File: src/rtl/sprd_pkg.sv
// ---------------------------------------------------------------------------
// sprd_pkg - shared types and constants for the sprite run decoder
// Opcodes, the unpacked input word, the parser result and the palette request.
// ---------------------------------------------------------------------------
`default_nettype none

package sprd_pkg;

  // input word kinds carried on in_tuser
  localparam logic [1:0] OP_PAL_WR = 2'd0;
  localparam logic [1:0] OP_FRAME  = 2'd1;
  localparam logic [1:0] OP_DATA   = 2'd2;
  localparam logic [1:0] OP_NOP    = 2'd3;

  // palette entry after reset: opaque black, alpha in the top byte
  localparam logic [31:0] BLACK_OPAQUE = 32'hFF00_0000;

  // one input word, unpacked
  typedef struct packed {
    logic [1:0]  opcode;
    logic [7:0]  pal_index;
    logic [7:0]  red;
    logic [7:0]  green;
    logic [7:0]  blue;
    logic [7:0]  alpha;
    logic [15:0] frame_width;
    logic [15:0] frame_height;
    logic [7:0]  data_byte;
  } in_item_t;

  // what the parser decided for the word just accepted
  typedef struct packed {
    logic        emit;
    logic        pix;
    logic        fend;
    logic [15:0] x;
    logic [15:0] y;
  } parse_res_t;

  // palette write and read request, only asserted on an accepted word
  typedef struct packed {
    logic        wr_en;
    logic [7:0]  wr_idx;
    logic [31:0] wr_color;
    logic        rd_en;
    logic [7:0]  rd_idx;
  } pal_req_t;

endpackage

`default_nettype wire

File: src/rtl/sprd_outq.sv
// ---------------------------------------------------------------------------
// sprd_outq - result stage and output register
// Holds the word waiting on the palette read, applies the byte order and
// drives the registered result channel.
// ---------------------------------------------------------------------------
`default_nettype none

module sprd_outq
  import sprd_pkg::*;
(
  input  wire logic        clk,
  input  wire logic        rst_n,
  input  wire logic        fire,
  input  wire parse_res_t  res,
  input  wire logic [31:0] rd_color,
  input  wire logic        color_model,
  output logic             s1_ready,
  output logic             out_tvalid,
  input  wire logic        out_tready,
  output logic [63:0]      out_tdata,
  output logic             out_pix,
  output logic             out_fend
);

  logic        s1_vld_r;
  logic        s1_pix_r;
  logic        s1_fend_r;
  logic [15:0] s1_x_r;
  logic [15:0] s1_y_r;
  logic        out_vld_r;
  logic        out_pix_r;
  logic        out_fend_r;
  logic [63:0] out_data_r;
  logic        s1_move;
  logic        s1_load;
  logic [31:0] word;

  assign s1_move  = s1_vld_r && (!out_vld_r || out_tready);
  assign s1_ready = !s1_vld_r || s1_move;
  assign s1_load  = fire && res.emit;

  // byte order per colour model, zero when no pixel
  always_comb begin
    word = color_model ? {rd_color[31:24], rd_color[7:0], rd_color[15:8], rd_color[23:16]}
                       : rd_color;
    if (!s1_pix_r) begin
      word = '0;
    end
  end

  // stage waiting on palette read
  always_ff @(posedge clk) begin
    if (!rst_n) begin
      s1_vld_r <= 1'b0;
    end else if (s1_load) begin
      s1_vld_r <= 1'b1;
    end else if (s1_move) begin
      s1_vld_r <= 1'b0;
    end
  end

  always_ff @(posedge clk) begin
    if (s1_load) begin
      s1_pix_r  <= res.pix;
      s1_fend_r <= res.fend;
      s1_x_r    <= res.x;
      s1_y_r    <= res.y;
    end
  end

  // output register
  always_ff @(posedge clk) begin
    if (!rst_n) begin
      out_vld_r <= 1'b0;
    end else if (s1_move) begin
      out_vld_r <= 1'b1;
    end else if (out_tready) begin
      out_vld_r <= 1'b0;
    end
  end

  always_ff @(posedge clk) begin
    if (s1_move) begin
      out_pix_r  <= s1_pix_r;
      out_fend_r <= s1_fend_r;
      out_data_r <= {word, s1_y_r, s1_x_r};
    end
  end

  assign out_tvalid = out_vld_r;
  assign out_tdata  = out_data_r;
  assign out_pix    = out_pix_r;
  assign out_fend   = out_fend_r;

  // every result carries a pixel or a frame end
  a_no_empty: assert property (@(posedge clk) disable iff (!rst_n)
    out_vld_r |-> (out_pix_r || out_fend_r))
    else $error("empty result word");

  // a frame-end-only result carries zero payload
  a_zero_payload: assert property (@(posedge clk) disable iff (!rst_n)
    (out_vld_r && !out_pix_r) |-> out_data_r == 64'd0)
    else $error("non-pixel result with payload");

  // a full pipe under stall takes no input
  a_stall_blocks: assert property (@(posedge clk) disable iff (!rst_n)
    (s1_vld_r && out_vld_r && !out_tready) |-> !s1_ready)
    else $error("input accepted while both stages are stalled");

endmodule

`default_nettype wire

File: config.mk
export PLATFORM = sky130hd
export DESIGN_NAME = sprd_outq
export DESIGN_NICKNAME = d
export VERILOG_FILES = /design/src/rtl/sprd_pkg.sv /design/src/rtl/sprd_outq.sv
export SDC_FILE = /design/constraint.sdc
export NUM_CORES = 1
export LEC_CHECK = 0
export ABC_AREA = 1
export BUFFER_PORTS_ARGS = -buffer_cell sky130_fd_sc_hd__buf_2
export CORE_ASPECT_RATIO = 0.9
export CORE_MARGIN = 4
export CORE_UTILIZATION = 44
export DETAILED_ROUTE_END_ITERATION = 12
export PLACE_DENSITY_LB_ADDON = 0.15
export SKIP_CTS_REPAIR_TIMING = 1
export SLEW_MARGIN = 20
export SYNTH_ARGS = -nofsm -noshare
export SYNTH_HDL_FRONTEND = slang
export SYNTH_SLANG_ARGS = --single-unit
File: constraint.sdc
create_clock -name clk -period 5.9 [get_ports clk]
set_input_delay 0 -clock clk [delete_from_list [all_inputs] [get_ports clk]]
set_output_delay 0 -clock clk [all_outputs]
set_load 0.05 [all_outputs]
After elaboration in Yosys (flattened, before gate mapping)
Index checks and enable logic that the tools add are counted.
- reduce and logical (&&, ||, !) cells: 8
- eq/ne operators: 0
- shifts and indexed selects: 0
- magnitude comparators: 0
- bitwise logic cells: 0
- divide/modulo/power cells: 0
- $mul: 0
- add/subtract/negate cells: 0
- muxes and demuxes: 5
- operators with widths (cell ; number):
    24-bit 2-to-1 mux ; 1
    1-bit 2-to-1 mux ; 4
    2-bit nonzero test ; 2
    1-bit logical AND ; 2
    1-bit logical NOT ; 2
    1-bit logical OR ; 2
- output and inout bits: 68
- bits in writable memories: 0
- bits of input ports: 72
- memories kept: 0
- bits in latches: 0
- register bits after elaboration: 102
- memory bits (read-only): 0

Longest topological paths before layout
- depth after elaboration: 5
- depth in mapped cells: 4
- gate-level depth less buffers: 3

Worst setup path after synthesis
OpenSTA, ideal clock, no wires.
- kind: register to register
- from: register out_vld_r (netlist: out_tvalid)
- to: register out_fend_r (netlist: out_fend) (enable)
- arrival time: 3.798 ns
- clock period less this slack: 4.310 ns
- buffers on the path: 0
- setup time: 0.511 ns
- slack: 1.590 ns
- stages on the path, launching flop included: 2
- data required time: 5.389 ns
- cell sequence: dfxtp_1 -> a21oi_1
- longest elaborated chain between the ends: 3
- RTL lines (element ; RTL line ; text):
    start, declared ; sprd_outq.sv:30 ; logic out_vld_r;
    start signal, assigned ; sprd_outq.sv:74 ; out_vld_r <= 1'b0;
    start signal, assigned ; sprd_outq.sv:76 ; out_vld_r <= 1'b1;
    start signal, assigned ; sprd_outq.sv:78 ; out_vld_r <= 1'b0;
    1-bit logical NOT ; sprd_outq.sv:38 ; assign s1_move = s1_vld_r && (!out_vld_r || out_tready);
    1-bit logical OR ; sprd_outq.sv:38 ;
    1-bit logical AND ; sprd_outq.sv:38 ;
    named net s1_move ; sprd_outq.sv:34 ; logic s1_move;
    end signal, assigned ; sprd_outq.sv:85 ; out_fend_r <= s1_fend_r;
    end, declared ; sprd_outq.sv:32 ; logic out_fend_r;
The timed path passes the listed nets, and every way through them passes these cells.
A chain may end at the register's enable or synchronous reset.

==> out/qor.txt <==
status -> finished, violations left
failing checks -> negative hold slack
Fill cells -> 525
sequential area share after synthesis -> 88.4%
Worst-Margin Slew -> 0.965 ns
final hold violations -> 1
TritonCTS Buffers -> 9
max incr delay on CP -> 0.99 ns
I/O Buffers -> 139
Mapped Area -> 0.00344 mm^2
Final ANT Viol Nets -> 0
# nets final -> 488
Max-cap violations -> 0
first-pass GRT wire length -> 9590 um
Syn Area/Cell -> 17.4 um^2
yosys warns -> 0
CORE AREA -> 0.00758 mm^2
Max IR drop VDD -> 0.171 mV
Tmin final -> 2.06 ns
initial core utilization -> 45.4%
clock slew seen by the registers of the worst setup and hold paths -> 0.09 ns
CTS tree -> yes
Seq cells post-synth -> 102
Synth cell types -> 13
R2R setup slack -> 3.84 ns
GRT Total Usage -> 13.8%
Critical path destination -> out_tdata[33]
highest-count cells in the layout ignoring fill and taps -> buf_2 (139), edfxtp_1 (100), dlygate4sd3_1 (71), nor2_1 (32), inv_1 (20)
Final setup viols -> 0
CP cell instances -> o21ai_0 > nor2_1 > dlygate4sd3_1
Die Y -> 91.9 um
final wirelength -> 7360 um
Placer Congestion -> 0.730
# H-tree levels -> 3
vias -> 2302
antenna violations before repair -> 0
Via density -> 4.45
Worst Setup End Kind -> flip-flop
worst path arrival time -> 2.27 ns
post-DR wirelength/cell -> 14.2 um
DP HPWL -> 4440 um
total chip power -> 1400 uW
share of layout cells above drive strength 1 -> 37.5%
Slew Viols, Final -> 0
setup ws final -> 3.84 ns
n_diodes -> 0
GRT overflow -> 0
clock latency at the later pin of the worst-skew pair -> 0.35 ns
Root Buffer -> clkbuf_8
DR iter-0 viols -> 93
CP max-delay cell -> edfxtp_1
largest net degree at the start of global routing -> 67
CTS max path bufs -> 2
worst hold margin -> -0.00792 ns
hold crit path type -> input port to flip-flop
clk sinks -> 102
Mapped Cells -> 198
Die ar. -> 0.00931 mm^2
ratio of final minimum period to clock period -> 34.9%
vias in the first global route -> 1939
FP Rows -> 30
crit path launch -> s1_pix_r
r2r endpoint -> out_tdata[33]
Final Skew -> 0.00935 ns
most common cell after layout, fill and taps aside -> buf_2
R2R Path Start -> s1_pix_r
syn_nets -> 270
worst reg2reg path depth -> 3
area grow syn2layout -> 49.3%
Setup crit start kind -> flip-flop
Crit Path Category -> flip-flop to flip-flop
crit path max fanout -> 33
Top Ports -> 140
final setup TNS -> 0 ns
Leak -> 0.00218 uW
DRT Pass-1 Iters -> 4
drt drc -> 0
Post-Place Worst Slack -> 4.33 ns
Achievable Freq -> 486 MHz
CP Data Required Time -> 6.11 ns
power per standard cell area -> 271 mW/mm^2
Chip Width -> 101 um
Max-slew headroom -> 35.7%
RSZ-0062 raised after global routing -> false
report_power, final:
part | switching, uW | total, uW | leakage [uW] | internal (uW)
Clock | 234 | 393 | 0.0000887 | 159
Sequential | 11.8 | 845 | 0.000949 | 833
Combinational | 93.1 | 158 | 0.00114 | 64.7
worst max-delay path: cells and delay by family (launching register included):
| kind | cells | cell delay (ns) |
|---|---|---|
| buffers and inverters | 1 | 0.58 |
| and+or+nand+nor | 1 | 0.15 |
| DFF | 1 | 0.99 |
| AOI/OAI and AO/OA | 1 | 0.20 |
final cells by class:
type / instances / area, um^2 / share of cell area, %
tap: 96 / 120 / 2.34
sequential: 102 / 3040 / 59.2
inverter: 21 / 78.8 / 1.53
multi-input combinational: 70 / 299 / 5.82
clock buffer: 9 / 124 / 2.41
clock inverter: 7 / 55.1 / 1.07
timing repair buffer: 212 / 1420 / 27.6
routing by layer:
| metal | part of all wire (%) | vias up | track usage (%) |
|---|---|---|---|
| li1 | - | 1132 | - |
| met1 | 39 | 1065 | 17.4 |
| met2 | 52 | 97 | 20.6 |
| met3 | 8.0 | 8 | 5.86 |
| met4 | 1.1 | 0 | 6.76 |
| met5 | 0 | - | 0 |
worst min path at each step:
stage,endpoint,start,depth (start not counted)
after floorplan,s1_fend_r,res[32],0
after global placement,s1_y_r[0],res[0],1
after detailed placement,s1_y_r[1],res[1],1
after CTS,s1_y_r[4],res[4],1
after global routing,out_tdata[34],rd_color[18],3
final,out_tdata[34],rd_color[18],3
cells by family after synthesis:
kind of cell,share of synthesized area (%)
and+or+nand+nor,5.60
AOI/OAI and AO/OA,2.76
DFF,88.4
buffers and inverters,3.27
Yosys cell counts:
cell / number / area share [%]
buf_4: 1 / 0.22
inv_1: 20 / 2.2
edfxtp_1: 100 / 87
inv_2: 1 / 0.11
o21ai_1: 3 / 0.44
nand3_1: 1 / 0.15
buf_6: 1 / 0.33
a21oi_1: 3 / 0.44
nor2_1: 32 / 3.5
buf_2: 3 / 0.44
o21ai_0: 13 / 1.9
nand2_1: 18 / 2.0
dfxtp_1: 2 / 1.2
flip-flops by register name, summed over array words and instances (netlist names):
signal / count
s1_pix_r: 1
s1_y_r: 16
s1_fend_r: 1
s1_vld_r: 1
out_tdata: 64
out_fend: 1
out_tvalid: 1
s1_x_r: 16
out_pix: 1
through the flow:
stage / std cells / util (%) / cell area, um^2 / hold slack [ns]
2_1_floorplan: 198 / - / 3440 / 0.0989
3_3_place_gp: 430 / 56.1 / 4250 / 0.176
3_5_place_dp: 430 / 56.1 / 4250 / 0.178
4_1_cts: 446 / 58.4 / 4430 / -0.208
5_1_grt: 517 / 67.8 / 5140 / 0.0273
6_report: 517 / 67.8 / 5140 / -0.00792
Power figures use the tool's default switching activity.
