**src/rtl/sprd_pkg.sv**
```systemverilog
// ---------------------------------------------------------------------------
// sprd_pkg - shared types and constants for the sprite run decoder
// Opcodes, the unpacked input word, the parser result and the palette request.
// ---------------------------------------------------------------------------
`default_nettype none

package sprd_pkg;

  // input word kinds carried on in_tuser
  localparam logic [1:0] OP_PAL_WR = 2'd0;
  localparam logic [1:0] OP_FRAME  = 2'd1;
  localparam logic [1:0] OP_DATA   = 2'd2;
  localparam logic [1:0] OP_NOP    = 2'd3;

  // palette entry after reset: opaque black, alpha in the top byte
  localparam logic [31:0] BLACK_OPAQUE = 32'hFF00_0000;

  // one input word, unpacked
  typedef struct packed {
    logic [1:0]  opcode;
    logic [7:0]  pal_index;
    logic [7:0]  red;
    logic [7:0]  green;
    logic [7:0]  blue;
    logic [7:0]  alpha;
    logic [15:0] frame_width;
    logic [15:0] frame_height;
    logic [7:0]  data_byte;
  } in_item_t;

  // what the parser decided for the word just accepted
  typedef struct packed {
    logic        emit;
    logic        pix;
    logic        fend;
    logic [15:0] x;
    logic [15:0] y;
  } parse_res_t;

  // palette write and read request, only asserted on an accepted word
  typedef struct packed {
    logic        wr_en;
    logic [7:0]  wr_idx;
    logic [31:0] wr_color;
    logic        rd_en;
    logic [7:0]  rd_idx;
  } pal_req_t;

endpackage

`default_nettype wire

```
**src/rtl/sprd_parser.sv**
```systemverilog
// ---------------------------------------------------------------------------
// sprd_parser - frame and row parser
// Walks the block count, skip offset, colour count and index bytes of each row
// and issues palette writes and reads for the accepted word.
// ---------------------------------------------------------------------------
`default_nettype none

module sprd_parser
  import sprd_pkg::*;
#(
  parameter int PALETTE_ENTRIES = 256
) (
  input  wire logic       clk,
  input  wire logic       rst_n,
  input  wire logic       fire,
  input  wire in_item_t   item,
  output parse_res_t      res,
  output pal_req_t        req
);

  localparam logic [2:0] PH_IDLE   = 3'd0;
  localparam logic [2:0] PH_BLOCKS = 3'd1;
  localparam logic [2:0] PH_OFFSET = 3'd2;
  localparam logic [2:0] PH_COUNT  = 3'd3;
  localparam logic [2:0] PH_INDEX  = 3'd4;

  localparam logic [8:0] ENTRY_LIM = 9'(PALETTE_ENTRIES);

  logic [2:0]  phase_r, phase_nxt;
  logic [15:0] width_r, width_nxt;
  logic [15:0] height_r, height_nxt;
  logic [15:0] row_r, row_nxt;
  logic [15:0] x_r, x_nxt;
  logic [7:0]  blocks_r, blocks_nxt;
  logic [7:0]  colors_r, colors_nxt;

  logic        end_block;
  logic        end_row;
  logic [16:0] x_sum;
  logic [15:0] row_inc;
  logic        idx_ok;

  assign x_sum   = {1'b0, x_r} + {9'd0, item.data_byte};
  assign row_inc = row_r + 16'd1;
  assign idx_ok  = {1'b0, item.data_byte} < ENTRY_LIM;

  // next state and per-word decisions
  always_comb begin
    phase_nxt  = phase_r;
    width_nxt  = width_r;
    height_nxt = height_r;
    row_nxt    = row_r;
    x_nxt      = x_r;
    blocks_nxt = blocks_r;
    colors_nxt = colors_r;
    end_block  = 1'b0;
    end_row    = 1'b0;
    res        = '0;
    req        = '0;
    req.wr_idx   = item.pal_index;
    req.wr_color = {item.alpha, item.blue, item.green, item.red};
    req.rd_idx   = item.data_byte;

    if (fire) begin
      unique case (item.opcode)
        OP_PAL_WR: begin
          req.wr_en = ({1'b0, item.pal_index} < ENTRY_LIM);
        end
        OP_FRAME: begin
          width_nxt  = item.frame_width;
          height_nxt = item.frame_height;
          row_nxt    = '0;
          x_nxt      = '0;
          blocks_nxt = '0;
          colors_nxt = '0;
          phase_nxt  = (item.frame_height == 16'd0) ? PH_IDLE : PH_BLOCKS;
        end
        OP_DATA: begin
          unique case (phase_r)
            PH_BLOCKS: begin
              blocks_nxt = item.data_byte;
              if (item.data_byte == 8'd0) begin
                end_row = 1'b1;
              end else begin
                phase_nxt = PH_OFFSET;
              end
            end
            PH_OFFSET: begin
              x_nxt     = x_sum[16] ? 16'hFFFF : x_sum[15:0];
              phase_nxt = PH_COUNT;
            end
            PH_COUNT: begin
              colors_nxt = item.data_byte;
              if (item.data_byte == 8'd0) begin
                end_block = 1'b1;
              end else begin
                phase_nxt = PH_INDEX;
              end
            end
            PH_INDEX: begin
              if (idx_ok && (x_r < width_r)) begin
                res.pix    = 1'b1;
                res.x      = x_r;
                res.y      = row_r;
                req.rd_en  = 1'b1;
                x_nxt      = x_r + 16'd1;
              end
              colors_nxt = colors_r - 8'd1;
              if (colors_r == 8'd1) begin
                end_block = 1'b1;
              end
            end
            default: begin
              phase_nxt = PH_IDLE;
            end
          endcase

          // block end may chain into row end
          if (end_block) begin
            blocks_nxt = blocks_r - 8'd1;
            if (blocks_r == 8'd1) begin
              end_row = 1'b1;
            end else begin
              phase_nxt = PH_OFFSET;
            end
          end

          // row end may close the frame
          if (end_row) begin
            x_nxt   = '0;
            row_nxt = row_inc;
            if (row_inc >= height_r) begin
              phase_nxt = PH_IDLE;
              res.fend  = 1'b1;
            end else begin
              phase_nxt = PH_BLOCKS;
            end
          end
        end
        OP_NOP: begin
          phase_nxt = phase_r;
        end
        default: begin
          phase_nxt = phase_r;
        end
      endcase
    end
    res.emit = res.pix | res.fend;
  end

  // parser registers
  always_ff @(posedge clk) begin
    if (!rst_n) begin
      phase_r  <= PH_IDLE;
      width_r  <= '0;
      height_r <= '0;
      row_r    <= '0;
      x_r      <= '0;
      blocks_r <= '0;
      colors_r <= '0;
    end else begin
      phase_r  <= phase_nxt;
      width_r  <= width_nxt;
      height_r <= height_nxt;
      row_r    <= row_nxt;
      x_r      <= x_nxt;
      blocks_r <= blocks_nxt;
      colors_r <= colors_nxt;
    end
  end

  // inside a block there is always at least one block left
  a_blocks_live: assert property (@(posedge clk) disable iff (!rst_n)
    (phase_r == PH_OFFSET || phase_r == PH_COUNT || phase_r == PH_INDEX)
      |-> blocks_r != 8'd0)
    else $error("block count is zero inside a block");

  // index phase always has a colour pending
  a_colors_live: assert property (@(posedge clk) disable iff (!rst_n)
    (phase_r == PH_INDEX) |-> colors_r != 8'd0)
    else $error("colour count is zero in index phase");

  // a pixel is only issued inside the frame width
  a_pix_in_width: assert property (@(posedge clk) disable iff (!rst_n)
    res.pix |-> (res.x < width_r && req.rd_en))
    else $error("pixel outside frame width or without palette read");

endmodule

`default_nettype wire

```
**config.mk**
```make
export PLATFORM = sky130hd
export DESIGN_NAME = sprd_parser
export DESIGN_NICKNAME = d
export VERILOG_FILES = /design/src/rtl/sprd_pkg.sv /design/src/rtl/sprd_parser.sv
export SDC_FILE = /design/constraint.sdc
export NUM_CORES = 1
export LEC_CHECK = 0
export BUFFER_PORTS_ARGS = -buffer_cell sky130_fd_sc_hd__buf_2
export CAP_MARGIN = 20
export CORE_MARGIN = 5
export CORE_UTILIZATION = 55
export DETAILED_ROUTE_END_ITERATION = 16
export PLACE_DENSITY = 0.94
export RECOVER_POWER = 100
export SYNTH_ARGS = -nofsm -noshare
export SYNTH_HDL_FRONTEND = slang
export SYNTH_SLANG_ARGS = --single-unit
```
**constraint.sdc**
```tcl
create_clock -name clk -period 9.5 [get_ports clk]
set_input_delay 1.425 -clock clk [delete_from_list [all_inputs] [get_ports clk]]
set_output_delay 1.425 -clock clk [all_outputs]
set_load 0.05 [all_outputs]
```
Yosys cells after proc, flatten, opt, wreduce, memory -nomap -nowiden
Index checks and enable logic that the tools add are counted.

storage, ports and cells
  register bits after elaboration = 83
  input bits = 85
  output and inout bits = 85
  word-level logic and storage cells = 81

operators by class
  add/sub/neg operators = 5
  magnitude comparators = 2
  eq/ne operators = 13
  mux-type cells = 43
  bitwise gates (word level) = 1
  reductions and logical operators = 10

operators by type and width
  operator                 number
  $pmux W16 S2             3
  $mux W34                 2
  $mux W16                 4
  $mux W32                 2
  $pmux W8 S2              3
  $add A16 B1 Y16 const B  2
  $mux W1                  19
  $add A16 B8 Y17          1
  $eq A8 B1 Y1 const B     2
  $ge A16 B16 Y1           1
  $logic_not A16 Y1        1
  $lt A16 B16 Y1           1
  $mux W8                  2
  $sub A8 B1 Y8 const B    2
  $mux W3                  5
  $pmux W3 S4              1
  $reduce_and A3 Y1        3
  $logic_not A8 Y1         1
  $eq A3 B2 Y1 const B     2
  $pmux W3 S2              1
  $ne A4 B2 Y1 const B     1
  $ne A4 B4 Y1 const B     1
  $reduce_and A2 Y1        2
  $reduce_and A4 Y1        1
  11 further kinds         11

Longest topological paths before layout
  word-level depth = 12
  gate-level depth with buffers = 14
  depth with buffers taken out = 14

Worst setup path before layout
No wires, ideal clock.

  path kind = in2out
  from = in item[80] (netlist name)
  to = out res[23] (netlist name)
  arrival = 3,521 ps
  data required time = 8,075 ps
  setup slack = 4,554 ps
  stages = 7
  buffers on the path = 2
  cells stage by stage = inv_1 > ha_1 > clkbuf_1 > nand4_1 > a21oi_1 > clkbuf_1 > and2_1

RTL lines
  element      RTL line           RTL
  from (decl)  sprd_parser.sv:16  input wire in_item_t item,
  to (decl)    sprd_parser.sv:17  output parse_res_t res,

==> results.json <==
{
  "areaGrowthSynthToFinish_pct": 5.58,
  "skew_ps": 8.94,
  "crit_chain": "buf_2 -> inv_1 -> ha_1 -> clkbuf_1 -> nand4_1 -> a21oi_1 -> clkbuf_1 -> and2_1 -> clkbuf_1",
  "netlist_instances": 856,
  "first_pass_iters": 6,
  "grt_pass1_wl_um": 27600,
  "cp_top_family": "buffers and inverters",
  "fillers": 1012,
  "post-route-period-util_pct": 69.6,
  "endpoint_kind": "output pin",
  "internal_power_mw": 0.663,
  "antenna_cells": 0,
  "synth-edff-count": 0,
  "rows": 39,
  "rsz0062_at_grt": "no",
  "synth_seq_area_share_pct": 25.7,
  "ys_ff_latch": 83,
  "clock-sinks": 83,
  "cts_buffer_depth": 2,
  "route.vias.total": 6181,
  "syn_nets": 990,
  "cp.required_ps": 8080,
  "syn_area_mm2": 0.00646,
  "synthArstFlopShare_pct": 0,
  "critical_path.slowest_cell": "clkbuf_1",
  "grt_pass1_vias": 5898,
  "dr.first_iter.drc_count": 691,
  "p_leak_nw": 2.60,
  "worstPathArrival_ps": 5190,
  "status": "finished, violations left",
  "cts_tree": "built",
  "tns_ps": 0,
  "ant_nets": 0,
  "ir_drop_mv": 0.0710,
  "globalRouteOverflowTotal": 0,
  "hold_violations": 0,
  "ctsHoldBuffers": 0,
  "worst-path-max-fanout": 33,
  "drc_errors": 0,
  "place.gp.congestion": 0.945,
  "final_max_slew_viol_count": 58,
  "pwr-share-comb_pct": 12.7,
  "setup_viol": 0,
  "nNetsFinal": 1001,
  "pwr-share-seq_pct": 41.0,
  "cp_common_cell": "clkbuf_1",
  "critical-path-max-stage-delay_ps": 1100,
  "grt_max_degree": 83,
  "min_period_ps": 6610,
  "dieArea_mm2": 0.0140,
  "htreeDepth": 3,
  "p_switching_mw": 0.229,
  "post_synth.cell_area_avg_um2": 7.54,
  "port_buffers": 89,
  "tightestPinTransition_ps": 1750,
  "die_x_um": 118,
  "clock_latency_ps": 350,
  "clk_pin_slew_ps": 60,
  "cts_resized": 0,
  "yosys_warnings": 0,
  "cts_inserted_buffers": 9,
  "boundaryPins": 170,
  "antenna_found_initial": 0,
  "ys.flop_type": "dfxtp_1",
  "grt_usage_pct": 23.1,
  "finish.utilization_pct": 59.5,
  "postCtsSetupRepairBufs": 0,
  "viasPerCell": 6.09,
  "crit_buf_inv": 5,
  "cp-start-kind": "primary input",
  "synth_cell_type_count": 64,
  "path_class": "primary input to output pin",
  "dpl.hpwl_um": 11400,
  "initial_utilization_pct": 56.3,
  "swShare_pct": 25.7,
  "violations": "max-capacitance violations, max-slew violations",
  "hold_class": "flip-flop to flip-flop",
  "p_per_area_mw_per_mm2": 131,
  "dieHeight_um": 118,
  "clock_power_share_pct": 46.3,
  "fmax_mhz": 151,
  "relSlewSlack_pct": -17.2,
  "routedWlPerCell_um": 16.7,
  "drive_gt1_share_pct": 8.83,
  "core_area_mm2": 0.0115,
  "drv_cap": 2,
  "wl_um": 16900,
  "cts_root_buf": "clkbuf_16"
}
-- state kept, by name, summed over array words and instances, names as in the netlist --
register  flops
phase_r       3
width_r      16
height_r     16
row_r        16
x_r          16
blocks_r      8
colors_r      8
-- path summary, 6_finish.rpt --
kind | from | endpoint | slack (ps) | cells after the start
max | item[80] | res[24] | 2890 | 9
min | width_r[7] | width_r[7] | 470 | 2
max reg2reg | phase_r[0] | x_r[9] | 4830 | 7
min reg2reg | width_r[7] | width_r[7] | 470 | 2
-- power groups by stage --
stage | registers [mW] | logic (mW) | clock network [mW]
floorplan | 0.369 | 0.130 | 0
global placement | 0.373 | 0.108 | 0
detailed placement | 0.373 | 0.111 | 0
CTS | 0.365 | 0.113 | 0.415
global route | 0.366 | 0.125 | 0.431
finish | 0.366 | 0.113 | 0.413
-- cell usage after synthesis (all sizes together), types with 5 or more instances --
cell	count	area, um^2
nor4	9	56.3
xnor2	17	149
a31oi	7	43.8
ha	48	601
o211ai	8	60.1
nand4	9	56.3
clkbuf	32	120
o21a	9	67.6
nand3	34	170
and2	48	300
o21ai	48	240
and3	7	43.8
nor3	20	110
buf	62	455
dfxtp	83	1660
xor2	10	87.6
inv	48	180
nand2	131	492
o2111ai	7	61.3
a211o	5	43.8
a211oi	8	70.1
a21oi	41	220
nor2b	16	100
a22oi	10	75.1
a21boi	45	338
nor3b	8	60.1
nor2	35	134
-- cell families after synthesis --
| group | share of synthesized area [%] |
|---|---|
| and+or+nand+nor | 25.6 |
| AOI/OAI and AO/OA | 23.5 |
| buffers and inverters | 11.7 |
| DFF | 25.7 |
| adders and majority gates | 9.61 |
| xor gates and xnor gates | 3.66 |
| muxes | 0.155 |
-- stage by stage --
stage / total power [mW] / area [um^2] / hold WS, ps / worst slack (ps) / instances
2_1_floorplan: 0.499 / 6460 / 439 / 4550 / 856
6_report: 0.892 / 6820 / 467 / 2890 / 1015
4_1_cts: 0.894 / 6890 / 469 / 4190 / 1013
3_3_place_gp: 0.481 / 6540 / 452 / 4490 / 997
3_5_place_dp: 0.484 / 6540 / 458 / 4450 / 997
5_1_grt: 0.923 / 6820 / 492 / 2720 / 1015
-- cells in the final DEF, fill, tap and decap left out, drive strengths merged, types with 4 or more instances in the layout --
cell type	instances
nand2	131
dfxtp	83
clkbuf	56
inv	48
o21ai	48
ha	48
buf	48
and2	48
a21boi	45
a21oi	41
nor2	35
nand3	34
nor3	20
xnor2	17
nor2b	16
xor2	10
a22oi	10
nand4	9
nor4	9
o21a	9
o211ai	8
a211oi	8
nor3b	8
and3	7
a31oi	7
o2111ai	7
a211o	5
a21o	4
o31ai	4
o221ai	4
or2	4
o221a	4
-- per-layer routing --
layer / track usage (%) / part of all wire (%)
met5: 0 / 0
met3: 4.78 / 7.7
met1: 28.5 / 42
met2: 38.4 / 47
met4: 10.8 / 3.3
-- tightest hold or removal path: stages, from the launching register on --
cell	delay, ps
dfxtp_1	310
nand2_1	40
a21boi_0	60
-- layout make-up --
cell class	instances	area, um^2	share of cell area (%)
multi-input cells	631	4010	58.7
flip-flops and latches	83	1660	24.4
repair buffers	94	440	6.46
clock buffers	10	239	3.51
inverters	48	180	2.64
well taps	143	179	2.62
clock inverters	6	113	1.65
(Power assumes the default switching activity.)
